**src/hdl/cubic_bezier_uniform_sampler_macros.svh**
```systemverilog
// Assertion macros for the cubic Bezier sampler; used by the issue module.
`ifndef CUBIC_BEZIER_UNIFORM_SAMPLER_MACROS_SVH
`define CUBIC_BEZIER_UNIFORM_SAMPLER_MACROS_SVH

// The consequent must hold in the same cycle as the antecedent.
`define BZS_ASSERT_SAME(lbl, ante, cons, msg) \
    lbl: assert property (@(posedge clk) disable iff (!rst_n) (ante) |-> (cons)) \
        else $error(msg);

// The consequent must hold in the cycle after the antecedent.
`define BZS_ASSERT_NEXT(lbl, ante, cons, msg) \
    lbl: assert property (@(posedge clk) disable iff (!rst_n) (ante) |=> (cons)) \
        else $error(msg);

`endif

```
**src/hdl/bzs_pkg.sv**
```systemverilog
// Shared constants and types for the cubic Bezier sampler.
package bzs_pkg;

    localparam int DEF_MAX_LEVEL  = 5;
    localparam int DEF_COORD_BITS = 16;
    localparam int LEVEL_BITS     = 3;
    localparam int STEP_BITS      = 6;
    localparam int NUM_AXES       = 3;
    localparam int NUM_CTRL       = 4;

    localparam logic [LEVEL_BITS-1:0] LEVEL_RESET = 3'd3;

    // Per-point control information that travels with each pipeline word.
    typedef struct packed {
        logic [STEP_BITS-1:0]  j;
        logic [STEP_BITS-1:0]  a;
        logic [LEVEL_BITS-1:0] lv;
        logic                  last;
    } pt_meta_t;

endpackage

```
**src/hdl/bzs_weight.sv**
```systemverilog
// Two pipeline stages that form the four Bernstein weights for a sample.
module bzs_weight #(
    parameter int COORD_BITS = bzs_pkg::DEF_COORD_BITS,
    parameter int MAX_LEVEL  = bzs_pkg::DEF_MAX_LEVEL
) (
    input  logic                                          clk,
    input  logic                                          rst_n,
    input  logic                                          in_valid,
    output logic                                          in_ready,
    input  logic [12*COORD_BITS-1:0]                      in_ctrl,
    input  bzs_pkg::pt_meta_t                             in_meta,
    output logic                                          out_valid,
    input  logic                                          out_ready,
    output logic [12*COORD_BITS-1:0]                      out_ctrl,
    output bzs_pkg::pt_meta_t                             out_meta,
    output logic [3:0][3*MAX_LEVEL:0]                     out_w
);
    import bzs_pkg::*;

    localparam int CTRL_W = NUM_CTRL * NUM_AXES * COORD_BITS;
    localparam int WB     = 3 * MAX_LEVEL + 1;
    localparam int SQW    = 2 * STEP_BITS;
    localparam int CUW    = 3 * STEP_BITS;

    logic              vb_reg, vc_reg;
    logic              rdy_b, rdy_c;
    logic [CTRL_W-1:0] ctrl_b_reg, ctrl_c_reg;
    pt_meta_t          meta_b_reg, meta_c_reg;
    logic [SQW-1:0]    aa_reg, jj_reg, ja_reg;
    logic [SQW-1:0]    aa_next, jj_next, ja_next;
    logic [CUW-1:0]    t0, t1, t2, t3;
    logic [3:0][WB-1:0] w_reg, w_next;

    assign rdy_c    = !vc_reg || out_ready;
    assign rdy_b    = !vb_reg || rdy_c;
    assign in_ready = rdy_b;

    // Stage B: squares and the cross product of j and n-j.
    assign aa_next = SQW'(in_meta.a) * SQW'(in_meta.a);
    assign jj_next = SQW'(in_meta.j) * SQW'(in_meta.j);
    assign ja_next = SQW'(in_meta.j) * SQW'(in_meta.a);

    // Stage C: cubes, with the factor of three on the inner weights.
    always_comb
    begin
        t0 = CUW'(aa_reg) * CUW'(meta_b_reg.a);
        t1 = CUW'(ja_reg) * CUW'(meta_b_reg.a);
        t2 = CUW'(ja_reg) * CUW'(meta_b_reg.j);
        t3 = CUW'(jj_reg) * CUW'(meta_b_reg.j);
        w_next[0] = WB'(t0);
        w_next[1] = WB'(t1 + (t1 << 1));
        w_next[2] = WB'(t2 + (t2 << 1));
        w_next[3] = WB'(t3);
    end

    always_ff @(posedge clk or negedge rst_n)
    begin
        if (!rst_n)
        begin
            vb_reg <= 1'b0;
            vc_reg <= 1'b0;
        end
        else
        begin
            if (rdy_b)
                vb_reg <= in_valid;
            if (rdy_c)
                vc_reg <= vb_reg;
        end
    end

    always_ff @(posedge clk)
    begin
        if (rdy_b && in_valid)
        begin
            ctrl_b_reg <= in_ctrl;
            meta_b_reg <= in_meta;
            aa_reg     <= aa_next;
            jj_reg     <= jj_next;
            ja_reg     <= ja_next;
        end
        if (rdy_c && vb_reg)
        begin
            ctrl_c_reg <= ctrl_b_reg;
            meta_c_reg <= meta_b_reg;
            w_reg      <= w_next;
        end
    end

    assign out_valid = vc_reg;
    assign out_ctrl  = ctrl_c_reg;
    assign out_meta  = meta_c_reg;
    assign out_w     = w_reg;

endmodule

```
**config.mk**
```make
export PLATFORM = sky130hd
export DESIGN_NAME = bzs_weight
export DESIGN_NICKNAME = d
export VERILOG_FILES = /design/src/hdl/cubic_bezier_uniform_sampler_macros.svh /design/src/hdl/bzs_pkg.sv /design/src/hdl/bzs_weight.sv
export SDC_FILE = /design/constraint.sdc
export NUM_CORES = 1
export LEC_CHECK = 0
export ABC_AREA = 1
export BUFFER_PORTS_ARGS = -buffer_cell sky130_fd_sc_hd__clkbuf_2
export CAP_MARGIN = 20
export CORE_AREA = 2 2 247 225
export CTS_CLUSTER_SIZE = 12
export DETAILED_ROUTE_END_ITERATION = 16
export DIE_AREA = 0 0 249 227
export MAX_ROUTING_LAYER = met4
export PLACE_DENSITY = 0.82
export SLEW_MARGIN = 40
export SYNTH_ARGS = -nofsm -noshare
export SYNTH_HDL_FRONTEND = slang
export SYNTH_SLANG_ARGS = --single-unit
```
**constraint.sdc**
```tcl
create_clock -name clk -period 14.8 [get_ports clk]
set_clock_uncertainty 0.05 [all_clocks]
set_input_delay 0.74 -clock clk [delete_from_list [all_inputs] [get_ports clk]]
set_output_delay 0.74 -clock clk [all_outputs]
set_load 0.01 [all_outputs]
```
# After elaboration in Yosys (flattened, before gate mapping)
# Index checks and enable logic that the tools add are counted.
[word_totals] in_bits=212 reg_bits=518 output_inout_bits=274 word_cells=34
[op_classes] reduce_logical=6 mul=7 n_addsub=2
[ops] op="multiplier 12 x 6 -> 16 bit" count=4
[ops] op="multiplier 6 x 6 -> 12 bit" count=3
[ops] op="adder 16 bit" count=2
[ops] op="logical AND 1 bit" count=2
[ops] op="logical NOT 1 bit" count=2
[ops] op="logical OR 1 bit" count=2

# Longest topological paths before layout
# Gate-level depths: netlist of the first run.
[logic_depth] depth_word=4 ltp_mapped=29 ltp_nobuf=27

# Least setup slack after synthesis of the first run
# OpenSTA, ideal clock, no wires.
[synth_path] path_type="in2reg" start="input out_ready" end="register ctrl_c_reg[0], in the netlist out_ctrl[0], enable pin" t_required_ns=13.759 setup_ns=0.991 t_arrival_ns=13.701 path_stages=2 n_path_buf=0 path_slack_ns=0.058 cell_sequence="inv_1 > a21oi_1"
[synth_between] elab_chain_len=2
[synth_lines] element="start, declared" line_no="bzs_weight.sv:13" source="input logic out_ready,"
[synth_lines] element="logical OR 1 bit" line_no="bzs_weight.sv:34" source="assign rdy_c = !vc_reg || out_ready;"
[synth_lines] element="logical AND 1 bit" line_no="bzs_weight.sv:82" source="if (rdy_c && vb_reg)"
[synth_lines] element="end signal, assigned" line_no="bzs_weight.sv:84" source="ctrl_c_reg <= ctrl_b_reg;"
[synth_lines] element="end, declared" line_no="bzs_weight.sv:27" source="logic [CTRL_W-1:0] ctrl_b_reg, ctrl_c_reg;"
# No other way between the ends.
# A chain may end at the register's enable or synchronous reset.

==> results.json, run 1 <==
{
  "status": "finished, final reports clean",
  "first_pass_iters": 5,
  "ys.flop_type": "edfxtp_1",
  "vias_per_cell": 4.96,
  "yosys_warnings": 0,
  "crit_fanout": 22,
  "cp_top_family": "adder cells",
  "cts.sinks": 512,
  "rsz0062_at_grt": "no",
  "drive_above_1_share_pct": 20.6,
  "post_drt_wl_per_cell_um": 16.8,
  "syn_area_per_cell_um2": 11.6,
  "worst_slew_pin_slew_ps": 884,
  "grt_pass1_wl_um": 95400,
  "port_buffers": 485,
  "drt-initial-drc-count": 1245,
  "cts-buffers-inserted": 53,
  "yosys-top-cells-count": "nand2_1 (564), inv_1 (563), edfxtp_1 (510), fa_1 (187), ha_1 (162)",
  "cts_setup_buffers": 0,
  "netlist.area_leader.share_pct": 55.1,
  "grt_usage_pct": 22.5,
  "grt_overflow": 0,
  "drc": 0,
  "row_count": 81,
  "ctsRootBufferMaster": "clkbuf_16",
  "fmax_mhz": 190,
  "ios": 486,
  "yosysSeqAreaShare_pct": 55.3,
  "htree_levels": 2,
  "fp.coreArea_um2": 53800,
  "instances_no_fill": 3639,
  "dpl-instance-area_um2": 31100,
  "timing.final.crit_share_pct": 35.5,
  "gp_congestion": 0.903,
  "cpPeakStageDelay_ps": 860,
  "yosysTopAreaCell": "edfxtp_1",
  "max-cap-violations": 0,
  "wirelength_um": 61000,
  "dieArea_um2": 56500,
  "synth-seq-cells": 512,
  "die_h_um": 227,
  "yosysMostFrequentCell": "nand2_1",
  "finalHoldViolations": 0,
  "grt_pass1_vias": 17893,
  "crit_arrival_ps": 5550,
  "grt_max_degree": 102,
  "vias": 18046,
  "drv_slew": 0,
  "fin_area_um2": 32700,
  "final_antenna_net_count": 0,
  "clk_pin_slew_worst_paths_ps": 60,
  "endpoint_kind": "flop",
  "cp_cell_sequence": "nand2_1, fa_1, fa_1, fa_1, inv_1, ha_1, nand2_1, nand3_1, xnor2_1, inv_1, ha_1, a21oi_1, inv_1, a31oi_1, o21ai_0, a21oi_1, xnor2_1",
  "crit_buf_inv": 3,
  "area_growth_pct": 17.6,
  "clock_latency_ps": 600,
  "initial_core_util_pct": 51.6,
  "syn_inst": 2394,
  "critPathKind": "reg -> reg",
  "antenna_found_initial": 5,
  "synth_edf_count": 510,
  "fin_nets": 3461,
  "synthDistinctLibCells": 31,
  "period_needed_ps": 5250,
  "cpMaxStageDelayCell": "edfxtp_1",
  "relSlewSlack_pct": 41.1,
  "synthArstFlopShare_pct": 0.391,
  "dp_hpwl_um": 46200,
  "fin_util_pct": 60.7,
  "tns_ps": 0,
  "cts_tree": "yes",
  "setup_viol": 0,
  "die_w_um": 249,
  "cp.required_ps": 15090,
  "start_kind": "flop",
  "syn_area_um2": 27800,
  "synth_area_leaders": "edfxtp_1 (55%), fa_1 (13%), nand2_1 (7.6%)",
  "clockBufferDepth": 3,
  "place_inst": 3544,
  "min_path_type": "in -> reg"
}
metal layers:
metal	GRT usage [%]	wire (um)	vias up
li1	-	-	8543
met1	25.8	22300	8709
met2	38.9	31200	676
met3	5.42	5340	118
met4	7.68	2110	0
met5	-	0	-
area by class of cell:
class	instances	area [um2]
Clock buffer	73	1400
Clock inverter	11	125
Fill cell	4123	21200
Timing Repair Buffer	502	2640
Multi-Input combinational cell	1268	10100
Inverter	563	2120
Sequential cell	512	15400
Antenna cell	5	12.5
Tap cell	705	882
worst paths after layout:
check / startpoint / end / slack, ps / cells past startpoint
min in group asynchronous: rst_n / out_valid / 470 / 2
max: meta_b_reg[9] / out_w[27] / 9550 / 17
min reg2reg: ctrl_b_reg[179] / out_ctrl[179] / 360 / 0
max reg2reg: meta_b_reg[9] / out_w[27] / 9550 / 17
min: in_ctrl[40] / ctrl_b_reg[40] / 280 / 1
max in group asynchronous: rst_n / vb_reg / 14140 / 2
layout by cell type, fill, tap and decap left out, types with 4 or more instances in the layout:
| cell type | netlist | final |
|---|---|---|
| ha_1 | 162 | 162 |
| nand2_1 | 564 | 564 |
| o2111ai_1 | 6 | 6 |
| nand3_2 | 9 | 9 |
| nor2_1 | 39 | 39 |
| o21ai_0 | 22 | 22 |
| xor2_1 | 56 | 56 |
| nand3_1 | 65 | 65 |
| buf_6 | 0 | 7 |
| clkbuf_16 | 0 | 53 |
| a21oi_2 | 4 | 4 |
| clkbuf_1 | 50 | 20 |
| buf_4 | 2 | 4 |
| a21o_1 | 4 | 4 |
| fa_1 | 187 | 187 |
| clkbuf_2 | 0 | 485 |
| inv_1 | 563 | 562 |
| o21ai_1 | 6 | 6 |
| conb_1 | 2 | 4 |
| diode_2 | 0 | 5 |
| edfxtp_1 | 510 | 510 |
| nand4_1 | 11 | 11 |
| xnor2_1 | 33 | 33 |
| a21oi_1 | 63 | 62 |
| nand2_2 | 19 | 19 |
repair_timing:
item	in CTS	in global routing
gates resized for setup	0	0
hold buffers	1	0
endpoints found under the hold margin	2	0
stage by stage:
stage / setup slack (ps) / hold WS (ps)
4_1_cts: 9530 / 240
2_1_floorplan: 58.0 / 350
5_1_grt: 9170 / 242
6_report: 9550 / 276
3_5_place_dp: 9570 / 355
3_3_place_gp: 9720 / 350
kinds of logic after synthesis:
logic type | share of synthesized area (%)
AOI/OAI and AO/OA | 2.19
other | 0.0270
buffers and inverters | 8.35
adders and majority gates | 20.8
DFF | 55.3
and+or+nand+nor | 10.6
xor gates and xnor gates | 2.81
Power of run 1 is not shown: default switching activity piles up to over one toggle a cycle in this logic, so the estimate is an artifact.
==> run 2: changes to the inputs <==
--- a/config.mk
+++ b/config.mk
@@ -5,15 +5,15 @@
 export SDC_FILE = /design/constraint.sdc
 export NUM_CORES = 1
 export LEC_CHECK = 0
-export ABC_AREA = 1
+export ABC_AREA = 0
 export BUFFER_PORTS_ARGS = -buffer_cell sky130_fd_sc_hd__clkbuf_2
 export CAP_MARGIN = 20
-export CORE_AREA = 2 2 247 225
+export CORE_AREA = 2 2 233 212
 export CTS_CLUSTER_SIZE = 12
 export DETAILED_ROUTE_END_ITERATION = 16
-export DIE_AREA = 0 0 249 227
+export DIE_AREA = 0 0 235 214
 export MAX_ROUTING_LAYER = met4
-export PLACE_DENSITY = 0.82
+export PLACE_DENSITY = 0.86
 export SLEW_MARGIN = 40
 export SYNTH_ARGS = -nofsm -noshare
 export SYNTH_HDL_FRONTEND = slang
==> constraint.sdc (replaced) <==
create_clock -name clk -period 5.2 [get_ports clk]
set_clock_uncertainty 0.05 [all_clocks]
set_input_delay 0.26 -clock clk [delete_from_list [all_inputs] [get_ports clk]]
set_output_delay 0.26 -clock clk [all_outputs]
set_load 0.01 [all_outputs]
==> run 2 against run 1 <==
Net effect: the flow now finishes with violations (negative setup slack); global-route usage grew 7.1 points; critical path depth grew 2; synthesized cell count shrank 19%; clock-buffer cell count shrank 6; worst setup slack lost 9600 ps; register-to-register slack lost 9600 ps; routed wire length grew 22%; first-iteration DRC count grew 12%; die area shrank 11%; non-clock buffer count grew 281; fmax shrank 0.87%.
==> results.json, run 2 <==
{
  "antenna_found_initial": 12,
  "status": "finished with violations",
  "fill_cells": 2935,
  "drive_above_1_share_pct": 25.6,
  "htree_levels": 2,
  "layout_commonest_cell": "edfxtp_1",
  "crit_buf_inv": 3,
  "ys.flop_type": "edfxtp_1",
  "instances_no_fill": 3388,
  "yosysMostFrequentCell": "edfxtp_1",
  "synthArstFlopShare_pct": 0.391,
  "grt_usage_pct": 29.6,
  "die_h_um": 214,
  "regArea_um2": 15400,
  "syn_inst": 1934,
  "grt_overflow": 0,
  "cpMaxStageDelayCell": "fa_1",
  "finalHoldViolations": 0,
  "yosys-top-cells-count": "edfxtp_1 (510), inv_1 (265), and2_1 (208), fa_1 (187), ha_1 (162)",
  "area_growth_pct": 28.4,
  "cp.required_ps": 5550,
  "dp_hpwl_um": 47400,
  "whs_endpoint": "meta_b_reg[14]",
  "relSlewSlack_pct": 51.7,
  "start_kind": "flop",
  "crit_arrival_ps": 5650,
  "final_antenna_net_count": 0,
  "timing.final.crit_share_pct": 102,
  "cts-buffers-inserted": 52,
  "cts.sinks": 512,
  "grt_pass1_vias": 19127,
  "yosysTopAreaCell": "edfxtp_1",
  "drc": 0,
  "yosysSeqAreaShare_pct": 56.8,
  "endpoint_kind": "flop",
  "timing.rr.end": "out_w[46]",
  "port_buffers": 485,
  "crit_top_cell": "fa_1",
  "drv_slew": 0,
  "clk_pin_slew_worst_paths_ps": 60,
  "place_inst": 3033,
  "critPathKind": "reg -> reg",
  "setup_viol": 1,
  "gp_congestion": 0.907,
  "fmax_mhz": 189,
  "cp_cell_sequence": "buf_6, and2_1, fa_1, inv_1, fa_1, fa_1, inv_1, ha_2, a211oi_4, o21bai_1, a21oi_2, xnor2_2, ha_1, a21o_1, a21o_1, a41o_1, o31ai_4, nor2b_2, o311ai_2",
  "dieArea_um2": 50300,
  "hp-start": "in_meta[14]",
  "grt_pass1_wl_um": 110000,
  "synthDistinctLibCells": 63,
  "min_path_type": "in -> reg",
  "initial_core_util_pct": 56.7,
  "fin_nets": 3283,
  "r2r_setup_slack_ps": -100,
  "clockBufferDepth": 3,
  "worst-r2r-cell-count": 19,
  "cts_tree": "yes",
  "ctsRootBufferMaster": "clkbuf_16",
  "cp_top_family": "adder cells",
  "multi_input_area_um2": 10800,
  "ios": 486,
  "period_needed_ps": 5300,
  "synth_edf_count": 510,
  "wirelength_um": 74500,
  "tns_ps": -99.6,
  "violations": "negative setup slack",
  "r2r_start": "meta_b_reg[10]",
  "clock_latency_ps": 600,
  "vias": 18338,
  "crit_fanout": 5,
  "syn_area_per_cell_um2": 14.0,
  "worst_slew_pin_slew_ps": 724,
  "synth_area_leaders": "edfxtp_1 (57%), fa_1 (14%), ha_1 (7.5%)",
  "netlist.area_leader.share_pct": 56.7,
  "first_pass_iters": 5,
  "fp.coreArea_um2": 47600,
  "synth-seq-cells": 512,
  "drt-initial-drc-count": 1397,
  "row_count": 76,
  "setup_slack_ps": -99.6,
  "die_w_um": 235,
  "yosys_warnings": 0,
  "grt_max_degree": 131,
  "syn_area_um2": 27000,
  "post_drt_wl_per_cell_um": 22.0,
  "vias_per_cell": 5.41,
  "max-cap-violations": 0,
  "fin_util_pct": 72.9,
  "holdPathStages": 1,
  "layout_common_cells": "edfxtp_1 (510), clkbuf_2 (486), inv_1 (264), and2_1 (206), dlygate4sd3_1 (203)",
  "cpPeakStageDelay_ps": 530
}
-- run 2: cell families (layout without fill, tap and decap cells) --
| kind of cell | Yosys count | after routing | synth area share [%] |
|---|---|---|---|
| XOR/XNOR | 106 | 106 | 3.43 |
| AND/OR/NAND/NOR | 455 | 455 | 8.88 |
| adder cells (fa/ha/maj) | 349 | 349 | 21.3 |
| other | 2 | 19 | 0.0278 |
| AO/OA/AOI/OAI | 191 | 191 | 4.93 |
| flip-flops | 512 | 512 | 56.8 |
| buffers and inverters | 316 | 1129 | 4.42 |
| multiplexers | 3 | 3 | 0.120 |
-- run 2: per-layer routing --
layer  track usage, %  routed length, um  share of wire (%)  up-vias
met5                -                  0                  0        -
met4             14.8               4220                5.7        0
met3             5.15               5120                6.9      210
met2             51.4              39000                 52      875
met1             33.0              26100                 35     9133
li1                 -                  -                  -     8120
-- run 2: what timing repair did --
item,CTS,global route
hold endpoints to repair,202,0
pin swaps,0,34
gates resized for setup,1,55
buffers inserted,5,50
hold buffers,203,0
setup endpoints to repair,5,8
-- run 2: layout make-up --
cell class | count | share of cell area (%)
Clock buffer | 67 | 3.91
Antenna cell | 15 | 0.108
Sequential cell | 512 | 44.3
Inverter | 265 | 2.87
Clock inverter | 14 | 0.436
Tap cell | 624 | 2.25
Timing Repair Buffer | 783 | 15.1
Multi-Input combinational cell | 1108 | 31.0
-- run 2: worst max-delay path by stage --
stage                              start         to  cells after the start
final                     meta_b_reg[10]  out_w[46]                     19
after global routing      meta_b_reg[10]  out_w[46]                     19
after CTS                      ja_reg[1]  out_w[30]                     18
after detailed placement       ja_reg[4]  out_w[30]                     18
after global placement         ja_reg[5]  out_w[47]                     19
after floorplan            meta_b_reg[9]  out_w[30]                     19
-- run 2: stage by stage --
stage	worst slack [ps]	area, um2	hold WS, ps
2_1_floorplan	84.0	27000	-85.6
3_3_place_gp	17.9	30400	-3.94
3_5_place_dp	-81.4	30400	-1.98
4_1_cts	6.81	34000	3.68
5_1_grt	-216	34700	36.6
6_report	-99.6	34700	34.0
-- run 2: worst register-to-register path, delay by kind of cell, from the launching register on --
| family | cells | cell delay [ps] |
|---|---|---|
| AOI/OAI and AO/OA | 8 | 1920 |
| xor gates and xnor gates | 1 | 110 |
| adders and majority gates | 5 | 2070 |
| buffers and inverters | 3 | 280 |
| DFF | 1 | 440 |
| and+or+nand+nor | 2 | 230 |
Power of run 2 is left out for the same reason.
