--- src/hdl/cubic_bezier_uniform_sampler_macros.svh ---
// Assertion macros for the cubic Bezier sampler; used by the issue module.
`ifndef CUBIC_BEZIER_UNIFORM_SAMPLER_MACROS_SVH
`define CUBIC_BEZIER_UNIFORM_SAMPLER_MACROS_SVH

// The consequent must hold in the same cycle as the antecedent.
`define BZS_ASSERT_SAME(lbl, ante, cons, msg) \
    lbl: assert property (@(posedge clk) disable iff (!rst_n) (ante) |-> (cons)) \
        else $error(msg);

// The consequent must hold in the cycle after the antecedent.
`define BZS_ASSERT_NEXT(lbl, ante, cons, msg) \
    lbl: assert property (@(posedge clk) disable iff (!rst_n) (ante) |=> (cons)) \
        else $error(msg);

`endif

--- src/hdl/bzs_pkg.sv ---
// Shared constants and types for the cubic Bezier sampler.
package bzs_pkg;

    localparam int DEF_MAX_LEVEL  = 5;
    localparam int DEF_COORD_BITS = 16;
    localparam int LEVEL_BITS     = 3;
    localparam int STEP_BITS      = 6;
    localparam int NUM_AXES       = 3;
    localparam int NUM_CTRL       = 4;

    localparam logic [LEVEL_BITS-1:0] LEVEL_RESET = 3'd3;

    // Per-point control information that travels with each pipeline word.
    typedef struct packed {
        logic [STEP_BITS-1:0]  j;
        logic [STEP_BITS-1:0]  a;
        logic [LEVEL_BITS-1:0] lv;
        logic                  last;
    } pt_meta_t;

endpackage

--- src/hdl/bzs_issue.sv ---
// Segment register and sample counter: issues one curve point per cycle while out_ready is high.
`include "cubic_bezier_uniform_sampler_macros.svh"

module bzs_issue #(
    parameter int COORD_BITS = bzs_pkg::DEF_COORD_BITS
) (
    input  logic                                   clk,
    input  logic                                   rst_n,
    input  logic                                   s_tvalid,
    output logic                                   s_tready,
    input  logic [12*COORD_BITS-1:0]               seg_ctrl,
    input  logic [bzs_pkg::LEVEL_BITS-1:0]         lv_eff,
    output logic                                   out_valid,
    input  logic                                   out_ready,
    output logic [12*COORD_BITS-1:0]               out_ctrl,
    output bzs_pkg::pt_meta_t                      out_meta
);
    import bzs_pkg::*;

    localparam int CTRL_W = NUM_CTRL * NUM_AXES * COORD_BITS;

    logic                  busy_reg, busy_next;
    logic [STEP_BITS-1:0]  j_reg, j_next;
    logic [LEVEL_BITS-1:0] lv_reg;
    logic [CTRL_W-1:0]     ctrl_reg;
    logic [STEP_BITS-1:0]  n_pts;
    logic                  is_last;
    logic                  accept;

    // Number of intervals for the latched level, and the final-sample flag.
    assign n_pts   = STEP_BITS'(1) << lv_reg;
    assign is_last = (j_reg == n_pts);

    // A new segment is taken when idle, or while the previous one issues its last point.
    assign s_tready = !busy_reg || (out_ready && is_last);
    assign accept   = s_tvalid && s_tready;

    // Counter and busy flag next values.
    always_comb
    begin
        busy_next = busy_reg;
        j_next    = j_reg;
        if (accept)
        begin
            busy_next = 1'b1;
            j_next    = '0;
        end
        else if (busy_reg && out_ready)
        begin
            if (is_last)
                busy_next = 1'b0;
            else
                j_next = j_reg + 1'b1;
        end
    end

    always_ff @(posedge clk or negedge rst_n)
    begin
        if (!rst_n)
        begin
            busy_reg <= 1'b0;
            j_reg    <= '0;
            lv_reg   <= LEVEL_RESET;
        end
        else
        begin
            busy_reg <= busy_next;
            j_reg    <= j_next;
            if (accept)
                lv_reg <= lv_eff;
        end
    end

    // Control points are held for the whole segment.
    always_ff @(posedge clk)
    begin
        if (accept)
            ctrl_reg <= seg_ctrl;
    end

    assign out_valid     = busy_reg;
    assign out_ctrl      = ctrl_reg;
    assign out_meta.j    = j_reg;
    assign out_meta.a    = n_pts - j_reg;
    assign out_meta.lv   = lv_reg;
    assign out_meta.last = is_last;

    `BZS_ASSERT_SAME(a_j_in_range, busy_reg, j_reg <= n_pts, "sample index beyond segment end")
    `BZS_ASSERT_NEXT(a_accept_starts, accept, busy_reg && (j_reg == '0), "segment did not start at zero")
    `BZS_ASSERT_NEXT(a_step_advances, busy_reg && out_ready && !is_last && !accept, busy_reg && (j_reg == $past(j_reg) + 1'b1), "sample index did not advance")

endmodule

--- config.mk ---
export PLATFORM = sky130hd
export DESIGN_NAME = bzs_issue
export DESIGN_NICKNAME = d
export VERILOG_FILES = /design/src/hdl/bzs_pkg.sv /design/src/hdl/bzs_issue.sv
export VERILOG_INCLUDE_DIRS = /design/src /design/src/hdl
export SDC_FILE = /design/constraint.sdc
export NUM_CORES = 1
export LEC_CHECK = 0
export BUFFER_PORTS_ARGS = -buffer_cell sky130_fd_sc_hd__buf_2
export CAP_MARGIN = 40
export CELL_PAD_IN_SITES_DETAIL_PLACEMENT = 1
export CELL_PAD_IN_SITES_GLOBAL_PLACEMENT = 2
export CORE_AREA = 2 2 160 162
export DETAILED_ROUTE_END_ITERATION = 10
export DIE_AREA = 0 0 162 164
export GPL_TIMING_DRIVEN = 0
export PLACE_DENSITY_LB_ADDON = 0.1
export SLEW_MARGIN = 20
export SYNTH_ARGS = -nofsm -noshare
export SYNTH_HDL_FRONTEND = slang
export SYNTH_SLANG_ARGS = --single-unit
--- constraint.sdc ---
create_clock -name clk -period 10.6 [get_ports clk]
set_clock_uncertainty 0.05 [all_clocks]
set_input_delay 1.06 -clock clk [delete_from_list [all_inputs] [get_ports clk]]
set_output_delay 1.06 -clock clk [all_outputs]
set_load 0.01 [all_outputs]
After elaboration in Yosys (flattened, before gate mapping)
Index checks and enable logic that the tools add are counted.
Widths: inputs -> output; s select.
Word-level totals
  flip-flop bits (word level): 202
  bits in latches: 0
  memory bits (writable): 0
  ROM bits: 0
  input bits: 199
  word-level logic and storage cells: 24
  memories: 0
Operators by class
  add/sub/neg operators: 2
  multiply operators: 0
  divide/modulo/power cells: 0
  $lt $le $gt $ge: 0
  eq/ne operators: 2
  shift-type cells: 1
  multiplexer cells: 6
  bitwise logic cells: 0
  reduce and logical (&&, ||, !) cells: 9
Operators by type and width (number)
  $mux 6: 3
  $add 6x1->6 const B: 1
  $eq 6x6->1: 1
  $shl 1x3->6 const A: 1
  $sub 6x6->6: 1
  $reduce_and 2->1: 2
  $reduce_bool 2->1: 2
  $logic_and 1x1->1: 3
  $mux 1: 3
  $ne 2x1->1 const B: 1
  $logic_not 1->1: 1
  $logic_or 1x1->1: 1

Logic depth before layout (Yosys ltp)
Gate-level depths: netlist (run 1).
  word-level depth: 7
  gate-level depth with buffers: 8
  depth with buffers taken out: 8

Worst setup path before layout (run 1)
Ideal clock, no wire load.
  path kind: flip-flop to flip-flop
  start: reg lv_reg[2]
  end: reg lv_reg[2]
  setup time: 126 ps
  data arrival time: 3818 ps
  data required time: 10424 ps
  slack: 6605 ps
  stages on the path, launching flop included: 9
  path buffers: 1
  period minus slack after synthesis: 3995 ps
  cell sequence: dfrtp_1 or3_2 ha_1 and3_1 nand3_1 o31ai_2 and2_1 buf_4 mux2_2
On the way
  word-level cells in the longest chain between the ends: 5
RTL lines
  start: declaration: line bzs_issue.sv:24  | logic [LEVEL_BITS-1:0] lv_reg;
  start signal: assignment: line bzs_issue.sv:70  | lv_reg <= lv_eff;
  $shl 1x3->6: line bzs_issue.sv:31  | assign n_pts = STEP_BITS'(1) << lv_reg;
  $eq 6x6->1: line bzs_issue.sv:32  | assign is_last = (j_reg == n_pts);
  $logic_and 1x1->1: line bzs_issue.sv:35  | assign s_tready = !busy_reg || (out_ready && is_last);
  $logic_or 1x1->1: line bzs_issue.sv:35
  via s_tready: line bzs_issue.sv:10  | output logic s_tready,
  $logic_and 1x1->1: line bzs_issue.sv:36  | assign accept = s_tvalid && s_tready;
  via accept: line bzs_issue.sv:28  | logic accept;
The timed path passes the listed nets, and every way through them passes these cells.
A chain may end at the register's enable or synchronous reset.

Final worst setup path (run 1)
  start: reg lv_reg[2]
  end: out out_meta[0] (netlist bit)
On the way
  word-level cells in the longest chain between the ends: 2
RTL lines
  $shl 1x3->6: line bzs_issue.sv:31
  $eq 6x6->1: line bzs_issue.sv:32
  end: declaration: line bzs_issue.sv:16  | output bzs_pkg::pt_meta_t out_meta
Every way passes these cells.

==> summary.md, run 1 <==
| Metric | Value |
|---|---|
| Startpoint Class | `register` |
| Period minus WS final | `3.98 ns` |
| Vias per cell | `4.12` |
| Synth cell types | `36` |
| Reg-to-Reg Start | `lv_reg[2]` |
| Die Span X | `162 um` |
| Core area | `24,800 um2` |
| Setup violations, final | `0` |
| Num CTS Buffers | `24` |
| Most frequent cells after synthesis | `192 x edfxtp_1, 8 x a21oi_1, 8 x dfrtp_1, 8 x inv_1, 6 x ha_1` |
| Violation count after the first detailed-routing iteration | `241` |
| P_int | `0.00190 W` |
| Ys flop type | `edfxtp_1` |
| Worst Setup SP | `lv_reg[2]` |
| Pwr Density | `273 nW/um2` |
| Grt total ovfl | `0` |
| Sequential share of the synthesized area | `0.917` |
| Worst Max-Slew Pin Slew | `0.525 ns` |
| Final Non-Filler Cells | `1,061` |
| Fillcell total | `2,636` |
| Status | `finished clean` |
| TritonCTS Sinks | `202` |
| Synth top area share | `0.879` |
| Pleak | `4.14 nW` |
| Async SR Flop Fraction | `0.0495` |
| Cell Area, Synth | `6560 um2` |
| Yosys warns | `0` |
| FP Rows | `58` |
| Sequential Power Share | `0.431` |
| Gate power share | `0.255` |
| Max-cap violations | `0` |
| Synth Net Count | `480` |
| Max-slew headroom | `0.650` |
| TritonRoute pass-1 iters | `4` |
| Detailed placement HPWL | `17.4 mm` |
| DP Cell Count | `1,014` |
| Clock tree buffer depth | `3` |
| Synth Area per Inst | `23.9 um2` |
| Layout area overhead | `51.0%` |
| Final design area excluding fillers | `9910 um2` |
| Drt drc | `0` |
| Clock Power Share | `0.314` |
| Starting Density | `0.264` |
| Via count | `4,370` |
| Crit path DAT | `2.87 ns` |
| Final Max Slew Viols | `0` |
| Drt total wl | `21.8 mm` |
| Net Sw Frac | `0.298` |
| Sw Pwr | `0.000806 W` |
| Largest net degree at the start of global routing | `76` |
| Period utilization | `0.375` |
| Max VDD drop | `0.158 mV` |
| Synth top area cells | `edfxtp_1 88%, dfrtp_1 3.1%, ha_1 1.1%, dfstp_2 0.80%, a21oi_1 0.61%` |
| Wire per inst | `20.6 um` |
| Post-CTS setup buffers | `0` |
| Die height | `164 um` |
| Synth area leader | `edfxtp_1` |
| Fin nets | `916` |
| Crit path capture type | `primary output` |
| Clock tree root driver cell | `clkbuf_16` |
| HP Class | `in -> async` |
| Placed cell area | `9080 um2` |
| Share of cells above drive strength 1 | `0.632` |
| Max FFs per register | `192` |
| H-tree depth | `1` |
| Clock-pin transition on the worst setup and hold timing paths | `0.06 ns` |
| Fin Setup TNS | `0 ns` |
| Number of global-route vias before repair | `4,538` |
| Cts repair resizes | `0` |
| First-pass GRT wire length | `30.0 mm` |
| Hold Vio Cnt, Final | `0` |
| RSZ-0062 raised after global routing | `false` |
| EDFF count, synth | `192` |
| Reg2Reg Depth | `9` |
| Initial antenna violation count | `5` |
| Critical path type | `reg -> out` |
| Crit path required time | `9.49 ns` |
| Post-Synthesis Cells | `274` |
| # hold bufs at CTS | `0` |
| Most frequent cell after synthesis | `edfxtp_1` |
| Clk_lat worst skew | `0.50 ns` |
| Flops & latches, synth | `202` |
| All-Layer GR Usage | `0.153` |
| Die area | `26,600 um2` |
| Fmax | `252 MHz` |
| Gpl congestion | `0.763` |
| CTS tree | `done` |
| Input/output buffers | `408` |
| Final ANT Viol Nets | `0` |
| Crit Path Max Fanout | `8` |
| I/O Pins | `409` |
-- cell families after synthesis --
group	count (synthesis)	share of synthesized area
flops	202	0.917
compound gates	23	0.0233
simple gates	23	0.0229
buf+inv	11	0.00744
fa+ha+maj	7	0.0145
xor+xnor	5	0.00954
mux	3	0.00515
-- metrics by stage --
stage           util  power (W)  worst slack (ns)  hold WS (ns)
2_1_floorplan      -    0.00153              6.61         0.534
4_1_cts        0.399    0.00275              6.57         0.357
3_3_place_gp   0.363    0.00187              5.95         0.539
6_report       0.399    0.00270              6.62         0.369
3_5_place_dp   0.366    0.00188              6.94         0.569
5_1_grt        0.399    0.00284              6.45         0.354
-- layout make-up --
type                       count  area (um2)  share of cell area
clock buffer                  28         637              0.0643
tap                          330         413              0.0417
antenna                        3        7.51            0.000757
buffer                         3        26.3             0.00265
multi-input combinational     61         494              0.0499
sequential                   202        6020               0.607
clock inverter                16         188              0.0189
inverter                       8        30.0             0.00303
timing repair buffer         410        2100               0.212
-- power by group through the flow --
stage | sequential (W) | clock, W | combinational [W]
global placement | 0.00119 | 0 | 0.000679
floorplan | 0.00127 | 0 | 0.000260
CTS | 0.00117 | 0.000875 | 0.000704
global route | 0.00118 | 0.000909 | 0.000749
finish | 0.00117 | 0.000848 | 0.000688
detailed placement | 0.00118 | 0 | 0.000699
-- per-layer routing --
layer	global-route usage	part of all wire	up-vias
met5	0	0.0012	-
met4	0.0382	0.014	4
met3	0.0528	0.090	27
met2	0.291	0.55	201
met1	0.162	0.34	2171
li1	-	-	1967
-- final timing paths --
kind | to | slack [ns]
min in group clk | j_reg[1] | 0.57
max in group asynchronous | lv_reg[1] | 9.87
worst max-delay path | out_meta[0] | 6.62
worst max register to register | lv_reg[2] | 7.02
worst min-delay path | lv_reg[2] | 0.37
worst min register to register | j_reg[1] | 0.57
-- worst max-delay path, cell delays in order (launching register included) --
cell,delay (ns)
dfrtp_1,0.49
or3_2,0.51
ha_1,0.31
and3_1,0.16
nand3_1,0.21
or2_2,0.38
inv_1,0.09
buf_4,0.10
buf_2,0.11
-- cell usage in the layout, fill, tap and decap left out, types with 4 or more instances in the layout --
cell type     n
clkinv_1      5
o21ai_0       4
ha_1          6
edfxtp_1    192
clkbuf_1      4
a21oi_1       8
nor3b_1       4
bufinv_16     4
buf_2       408
nand2_1       5
dfrtp_1       8
inv_1         8
clkinvlp_4    4
clkbuf_16    25
No activity file was read; power rests on OpenSTA's default activity.
==> inputs of run 2 (changes only) <==
--- a/config.mk
+++ b/config.mk
@@ -6,13 +6,14 @@
 export SDC_FILE = /design/constraint.sdc
 export NUM_CORES = 1
 export LEC_CHECK = 0
+export ABC_AREA = 1
 export BUFFER_PORTS_ARGS = -buffer_cell sky130_fd_sc_hd__buf_2
 export CAP_MARGIN = 40
 export CELL_PAD_IN_SITES_DETAIL_PLACEMENT = 1
 export CELL_PAD_IN_SITES_GLOBAL_PLACEMENT = 2
-export CORE_AREA = 2 2 160 162
+export CORE_ASPECT_RATIO = 2
+export CORE_UTILIZATION = 25
 export DETAILED_ROUTE_END_ITERATION = 10
-export DIE_AREA = 0 0 162 164
 export GPL_TIMING_DRIVEN = 0
 export PLACE_DENSITY_LB_ADDON = 0.1
 export SLEW_MARGIN = 20
==> constraint.sdc (replaced) <==
create_clock -name clk -period 3.6 [get_ports clk]
set_clock_uncertainty 0.05 [all_clocks]
set_input_delay 0.36 -clock clk [delete_from_list [all_inputs] [get_ports clk]]
set_output_delay 0.36 -clock clk [all_outputs]
set_load 0.01 [all_outputs]
==> summary.md, run 2 <==
| Metric | Value |
|---|---|
| TritonRoute pass-1 iters | `4 (unchanged)` |
| Period minus WS final | `3.40 ns` |
| Fin Setup TNS | `0 ns (unchanged)` |
| Commonest non-fill, non-tap cell in the layout | `buf_2 (unchanged)` |
| CTS tree | `done (unchanged)` |
| Violation count after the first detailed-routing iteration | `290 (was 241)` |
| M1 WL | `7.54 mm (was 7.50 mm)` |
| Via count | `5,024 (was 4,370)` |
| Reg2Reg Depth | `10 (was 9)` |
| Hold path depth | `3` |
| Synth Area per Inst | `22.5 um2 (was 23.9 um2)` |
| Xor and xnor area share after synthesis | `0.0107 (was 0.00953)` |
| Pwr Density | `650 nW/um2 (was 273 nW/um2)` |
| Top sig layer | `met4 (was met5)` |
| Die height | `231 um (was 164 um)` |
| Crit path capture type | `register (was primary output)` |
| Setup violations, final | `0 (unchanged)` |
| H-tree depth | `1 (unchanged)` |
| Hold path start | `lv_eff[2]` |
| Yosys warns | `0 (unchanged)` |
| Max FFs per register | `192 (unchanged)` |
| Gpl congestion | `0.783 (was 0.763)` |
| Post-synthesis simple-gate area fraction | `0.0353 (was 0.0229)` |
| Multiplexer share of the synthesized area | `0 (was 0.00515)` |
| Num CTS Buffers | `21 (was 24)` |
| Pleak | `4.88 nW (was 4.14 nW)` |
| Fmax | `294 MHz` |
| Core area | `25,800 um2 (was 24,800 um2)` |
| Hold Vio Cnt, Final | `0 (unchanged)` |
| Largest family of logic cells by synthesized area | `simple AND/OR/NAND/NOR gates (was compound AO/OA/AOI/OAI gates)` |
| Largest net degree at the start of global routing | `131 (was 76)` |
| Layout area overhead | `77.0% (was 51.0%)` |
| Final ANT Viol Nets | `0 (unchanged)` |
| Async SR Flop Fraction | `0.0495 (unchanged)` |
| Crit path depth | `10 (was 8)` |
| Most frequent cell after synthesis | `edfxtp_1 (unchanged)` |
| Post-Synthesis Cells | `292 (was 274)` |
| Number of global-route vias before repair | `5,613 (was 4,538)` |
| Compound-Gate Fraction of Synth Area | `0.00878 (was 0.0233)` |
| EDFF count, synth | `192 (unchanged)` |
| Starting Density | `0.255 (was 0.264)` |
| Max VDD drop | `0.515 mV (was 0.158 mV)` |
| FF-to-FF setup slack | `0.20 ns (was 7.02 ns)` |
| Commonest non-fill, non-tap cells in the layout | `408 x buf_2, 193 x dlygate4sd3_1, 192 x edfxtp_1 (was 408 x buf_2, 192 x edfxtp_1, 25 x clkbuf_16)` |
| Share of cells above drive strength 1 | `0.481 (was 0.632)` |
| Flops & latches, synth | `202 (unchanged)` |
| Fillcell total | `2,769 (was 2,636)` |
| Final Max Slew Viols | `0 (unchanged)` |
| Critical path type | `reg -> reg (was reg -> out)` |
| DP Cell Count | `1,041 (was 1,014)` |
| Clock tree root driver cell | `clkbuf_16 (unchanged)` |
| Clock-pin transition on the worst setup and hold timing paths | `0.07 ns (was 0.06 ns)` |
| Synth Net Count | `498 (was 480)` |
| Input/output buffers | `408 (unchanged)` |
| Delay-heaviest family, CP | `simple AND/OR/NAND/NOR gates (unchanged)` |
| Die area | `26,900 um2 (was 26,600 um2)` |
| Status | `finished clean (unchanged)` |
| HP Class | `in -> reg (was in -> async)` |
| Crit path DAT | `3.48 ns (was 2.87 ns)` |
| Max-cap violations | `0 (unchanged)` |
| Grt total ovfl | `0 (unchanged)` |
| Post-Synth Adder-Cell Area | `0.0145 (about the same)` |
| WP buf/inv | `3 (unchanged)` |
| Worst Max-Slew Pin Slew | `0.664 ns (was 0.525 ns)` |
| Detailed placement HPWL | `16.6 mm (was 17.4 mm)` |
| Ys flop type | `edfxtp_1 (unchanged)` |
| Vias per cell | `3.95 (was 4.12)` |
| R2R Path End | `out_ctrl[64] (was lv_reg[2])` |
| Crit Path Max Fanout | `130 (was 8)` |
| Cell Area, Synth | `6560 um2 (about the same)` |
| Crit path required time | `3.68 ns (was 9.49 ns)` |
| Drt drc | `0 (unchanged)` |
| First-pass GRT wire length | `32.7 mm (was 30.0 mm)` |
| Period utilization | `0.945` |
| Peak per-stage delay on the critical path | `0.58 ns (was 0.51 ns)` |
| Final Non-Filler Cells | `1,271 (was 1,061)` |
| DR WL met3 | `1.39 mm (was 1.96 mm)` |
| Startpoint Class | `register (unchanged)` |
| TritonCTS Sinks | `202 (unchanged)` |
| Core Util, Final | `0.451 (was 0.399)` |
| I/O Pins | `409 (unchanged)` |
| Clk_lat worst skew | `0.50 ns (about the same)` |
| Clock tree buffer depth | `3 (unchanged)` |
| Sequential share of the synthesized area | `0.918 (was 0.917)` |
| RSZ-0062 raised after global routing | `false (unchanged)` |
| Critical path, cell by cell | `inv_1 -> nor3_1 -> ha_1 -> nand3_1 -> nor2_1 -> nand3_2 -> nand2_4 -> nand3_4 -> clkinv_8 -> buf_16 (was or3_2 -> ha_1 -> and3_1 -> nand3_1 -> or2_2 -> inv_1 -> buf_4 -> buf_2)` |
| Reg-to-Reg Start | `lv_reg[0] (was lv_reg[2])` |
| Synth area leader | `edfxtp_1 (unchanged)` |
| Most frequent cells after synthesis | `192 x edfxtp_1, 24 x nand2_1, 17 x inv_1 (was 192 x edfxtp_1, 8 x a21oi_1, 8 x dfrtp_1, 8 x inv_1, 6 x ha_1)` |
| Die Span X | `117 um (was 162 um)` |
| All-Layer GR Usage | `0.168 (was 0.153)` |
| Critical path's slowest cell | `dfstp_2 (was or3_2)` |
| Wire per inst | `18.3 um (was 20.6 um)` |
| Synth top area share | `0.879 (about the same)` |
| Fin nets | `1,123 (was 916)` |
| Synth cell types | `25 (was 36)` |
| Hold EP | `lv_reg[2]` |
| Max-slew headroom | `0.557 (was 0.650)` |
| Initial antenna violation count | `2 (was 5)` |
| FP Rows | `83 (was 58)` |
| Drt total wl | `23.2 mm (was 21.8 mm)` |
| Synth top area cells | `edfxtp_1 88%, dfrtp_1 3.1%, nand2_1 1.4%, ha_1 1.1%, inv_1 0.97% (was edfxtp_1 88%, dfrtp_1 3.1%, ha_1 1.1%, dfstp_2 0.80%, a21oi_1 0.61%)` |
| Met2 wire len | `13.7 mm (was 12.0 mm)` |
[run 2: changes by cell type after synthesis, sizes merged, moves of 4 or more]
| cell | previous run | this run |
|---|---|---|
| nor3b | 4 | 0 |
| a21oi | 8 | 2 |
| inv | 8 | 18 |
| nand3 | 3 | 11 |
| xor2 | 1 | 7 |
| nand2 | 5 | 27 |
| nor3 | 0 | 5 |
| o21ai | 4 | 8 |
[run 2: how the worst max path moves through the flow]
stage                    endpoint  slack, ns      start
global route        out_ctrl[127]       0.01  lv_reg[0]
global placement    out_ctrl[102]      -0.52  lv_reg[0]
floorplan             out_ctrl[0]       0.45  lv_reg[0]
detailed placement  out_ctrl[102]       0.11  lv_reg[0]
CTS                 out_ctrl[171]       0.11  lv_reg[0]
finish               out_ctrl[64]       0.20  lv_reg[0]
[run 2: final cells by class]
type / count / area [um2] / area share
Buffer: 1 / 7.51 / 0.000647
Sequential cell: 202 / 6020 / 0.518
Inverter: 19 / 83.8 / 0.00722
Multi-Input combinational cell: 70 / 454 / 0.0391
Timing Repair Buffer: 602 / 4000 / 0.345
Tap cell: 340 / 425 / 0.0366
Clock buffer: 27 / 548 / 0.0472
Antenna cell: 2 / 5.00 / 0.000431
Clock inverter: 8 / 63.8 / 0.00550
[run 2: per-stage QoR]
| step | hold slack (ns) | cell area, um2 | setup slack (ns) | total power, W |
|---|---|---|---|---|
| 2_1_floorplan | 0.0144 | 6560 | 0.454 | 0.00445 |
| 3_3_place_gp | 0.201 | 9020 | -0.521 | 0.00540 |
| 3_5_place_dp | 0.201 | 9060 | 0.113 | 0.00542 |
| 4_1_cts | 0.00417 | 11600 | 0.112 | 0.00768 |
| 5_1_grt | 0.0424 | 11600 | 0.0130 | 0.00793 |
| 6_report | 0.0316 | 11600 | 0.198 | 0.00754 |
[run 2: kinds of logic (layout without fill, tap and decap cells)]
logic type | Yosys count | in the layout
xor gates and xnor gates | 8 | 8
buffers and inverters | 20 | 657
other | 0 | 2
adders and majority gates | 7 | 7
AOI/OAI and AO/OA | 10 | 10
and+or+nand+nor | 45 | 45
DFF | 202 | 202
[run 2: layer usage]
layer  track usage  vias to the layer above
li1              -                     2352
met1         0.157                     2418
met2         0.337                      217
met3        0.0306                       37
met4        0.0673                        0
met5             0                        -
[run 2: worst min-delay path, stage by stage]
cell	delay [ns]
buf_2	0.08
nand2_1	0.04
o21ai_0	0.06
[run 2: where the power goes]
part | leakage (nW) | switching (W) | internal [W] | total, W
Clock | 0.299 | 0.000885 | 0.00114 | 0.00203
Sequential | 1.87 | 0.000171 | 0.00323 | 0.00340
Combinational | 2.72 | 0.00130 | 0.000822 | 0.00212
Total | 4.88 | 0.00235 | 0.00519 | 0.00754
[run 2: timing repair]
| item | CTS | global route |
|---|---|---|
| hold buffers | 193 | 0 |
| hold endpoints to repair | 202 | 0 |
| resized for setup | 0 | 0 |
| buffers inserted | 0 | 0 |
==> inputs of run 3 (changes only) <==
--- a/config.mk
+++ b/config.mk
@@ -7,13 +7,13 @@
 export NUM_CORES = 1
 export LEC_CHECK = 0
 export ABC_AREA = 1
-export BUFFER_PORTS_ARGS = -buffer_cell sky130_fd_sc_hd__buf_2
 export CAP_MARGIN = 40
 export CELL_PAD_IN_SITES_DETAIL_PLACEMENT = 1
 export CELL_PAD_IN_SITES_GLOBAL_PLACEMENT = 2
-export CORE_ASPECT_RATIO = 2
-export CORE_UTILIZATION = 25
+export CORE_AREA = 2 2 158 160
 export DETAILED_ROUTE_END_ITERATION = 10
+export DIE_AREA = 0 0 160 162
+export DONT_BUFFER_PORTS = 1
 export GPL_TIMING_DRIVEN = 0
 export PLACE_DENSITY_LB_ADDON = 0.1
 export SLEW_MARGIN = 20
==> summary.md, run 3 <==
| Metric | Value |
|---|---|
| Synth Area per Inst | `22.5 um2 (unchanged)` |
| Synth cell types | `25 (unchanged)` |
| Gpl congestion | `0.706 (was 0.783)` |
| Sequential share of the synthesized area | `0.918 (unchanged)` |
| Synth top area cells | `edfxtp_1 88%, dfrtp_1 3.1%, nand2_1 1.4%, ha_1 1.1%, inv_1 0.97% (unchanged)` |
| Post-CTS setup buffers | `0 (unchanged)` |
| Async SR Flop Fraction | `0.0495 (unchanged)` |
| EDFF count, synth | `192 (unchanged)` |
| Error | `[ERROR RSZ-0060] Max buffer count reached.` |
| Detailed placement HPWL | `13.4 mm (was 16.6 mm)` |
| Most frequent cell after synthesis | `edfxtp_1 (unchanged)` |
| Die Span X | `160 um (was 117 um)` |
| Cell Area, Synth | `6560 um2 (unchanged)` |
| Clock tree buffer depth | `3 (unchanged)` |
| # hold bufs at CTS | `132 (was 193)` |
| Input/output buffers | `0 (was 408)` |
| FP Rows | `57 (was 83)` |
| Synth Net Count | `498 (unchanged)` |
| Ys flop type | `edfxtp_1 (unchanged)` |
| TritonCTS Sinks | `202 (unchanged)` |
| Starting Density | `0.272 (was 0.255)` |
| Status | `stopped before the end (was finished clean)` |
| Synth area leader | `edfxtp_1 (unchanged)` |
| Flops & latches, synth | `202 (unchanged)` |
| Die height | `162 um (was 231 um)` |
| Most frequent cells after synthesis | `192 x edfxtp_1, 24 x nand2_1, 17 x inv_1 (unchanged)` |
| Halt Stage | `4_1_cts` |
| I/O Pins | `409 (unchanged)` |
| Clock tree root driver cell | `clkbuf_16 (unchanged)` |
| Yosys warns | `0 (unchanged)` |
| Post-Synthesis Cells | `292 (unchanged)` |
| H-tree depth | `1 (unchanged)` |
| Placed cell area | `7020 um2 (was 9060 um2)` |
| Num CTS Buffers | `23 (was 21)` |
| Synth top area share | `0.879 (unchanged)` |
| Cts repair resizes | `0 (unchanged)` |
==> run 3: per-stage QoR <==
stage	setup TNS [ns]	setup slack [ns]	util	instances
3_3_place_gp	-57.21	-0.308	0.289	616
3_5_place_dp	0	0.725	0.291	618
2_1_floorplan	0	0.454	-	292
==> run 3: cells by family after synthesis <==
family                   synth area share
flip-flops                          0.918
AND/OR/NAND/NOR                    0.0353
buffers and inverters              0.0128
adder cells (fa/ha/maj)            0.0145
XOR/XNOR                           0.0107
AO/OA/AOI/OAI                     0.00878
==> inputs of run 4 (changes only) <==
--- a/config.mk
+++ b/config.mk
@@ -8,14 +8,11 @@
 export LEC_CHECK = 0
 export ABC_AREA = 1
 export CAP_MARGIN = 40
-export CELL_PAD_IN_SITES_DETAIL_PLACEMENT = 1
-export CELL_PAD_IN_SITES_GLOBAL_PLACEMENT = 2
-export CORE_AREA = 2 2 158 160
+export CORE_UTILIZATION = 20
 export DETAILED_ROUTE_END_ITERATION = 10
-export DIE_AREA = 0 0 160 162
 export DONT_BUFFER_PORTS = 1
 export GPL_TIMING_DRIVEN = 0
-export PLACE_DENSITY_LB_ADDON = 0.1
+export PLACE_DENSITY_LB_ADDON = 0.15
 export SLEW_MARGIN = 20
 export SYNTH_ARGS = -nofsm -noshare
 export SYNTH_HDL_FRONTEND = slang
==> constraint.sdc (replaced) <==
create_clock -name clk -period 4.7 [get_ports clk]
set_clock_uncertainty 0.05 [all_clocks]
set_input_delay 0.47 -clock clk [delete_from_list [all_inputs] [get_ports clk]]
set_output_delay 0.47 -clock clk [all_outputs]
set_load 0.01 [all_outputs]
==> summary.md, run 4 <==
| Metric | Value |
|---|---|
| Gpl congestion | `0.667 (was 0.706)` |
| EDFF count, synth | `192 (unchanged)` |
| Die Span X | `183 um (was 160 um)` |
| DP Cell Count | `728 (was 618)` |
| Most frequent cell after synthesis | `edfxtp_1 (unchanged)` |
| Starting Density | `0.206 (was 0.272)` |
| Clock tree root driver cell | `clkbuf_16 (unchanged)` |
| Synth top area cells | `edfxtp_1 88%, dfrtp_1 3.1%, nand2_1 1.4%, ha_1 1.1%, inv_1 0.97% (unchanged)` |
| FP Rows | `65 (was 57)` |
| Detailed placement HPWL | `11.3 mm (was 13.4 mm)` |
| Synth top area share | `0.879 (unchanged)` |
| # hold bufs at CTS | `155 (was 132)` |
| Cell Area, Synth | `6560 um2 (unchanged)` |
| Cts repair resizes | `0 (unchanged)` |
| Clock tree buffer depth | `3 (unchanged)` |
| Most frequent cells after synthesis | `192 x edfxtp_1, 24 x nand2_1, 17 x inv_1 (unchanged)` |
| Die height | `183 um (was 162 um)` |
| Flops & latches, synth | `202 (unchanged)` |
| Halt Stage | `4_1_cts (unchanged)` |
| Sequential share of the synthesized area | `0.918 (unchanged)` |
| Synth Net Count | `498 (unchanged)` |
| H-tree depth | `1 (unchanged)` |
| TritonCTS Sinks | `202 (unchanged)` |
| Num CTS Buffers | `23 (unchanged)` |
| Synth Area per Inst | `22.5 um2 (unchanged)` |
| I/O Pins | `409 (unchanged)` |
| Status | `stopped before the end (unchanged)` |
| Synth area leader | `edfxtp_1 (unchanged)` |
| Error | `[ERROR RSZ-0060] Max buffer count reached. (unchanged)` |
| Ys flop type | `edfxtp_1 (unchanged)` |
| Post-Synthesis Cells | `292 (unchanged)` |
| Post-CTS setup buffers | `0 (unchanged)` |
| Async SR Flop Fraction | `0.0495 (unchanged)` |
| Synth cell types | `25 (unchanged)` |
| Input/output buffers | `0 (unchanged)` |
| Yosys warns | `0 (unchanged)` |
==> run 4: cell families after synthesis <==
family                     synth area share
adders and majority gates            0.0145
xor gates and xnor gates             0.0107
AOI/OAI and AO/OA                   0.00878
buffers and inverters                0.0128
and+or+nand+nor                      0.0353
DFF                                   0.918
==> run 4: through the flow <==
stage / hold WS (ns) / utilization / setup slack (ns) / cell area, um2
2_1_floorplan: 0.124 / - / 1.55 / 6560
3_3_place_gp: 0.125 / 0.223 / 0.732 / 7100
3_5_place_dp: 0.125 / 0.224 / 1.44 / 7140
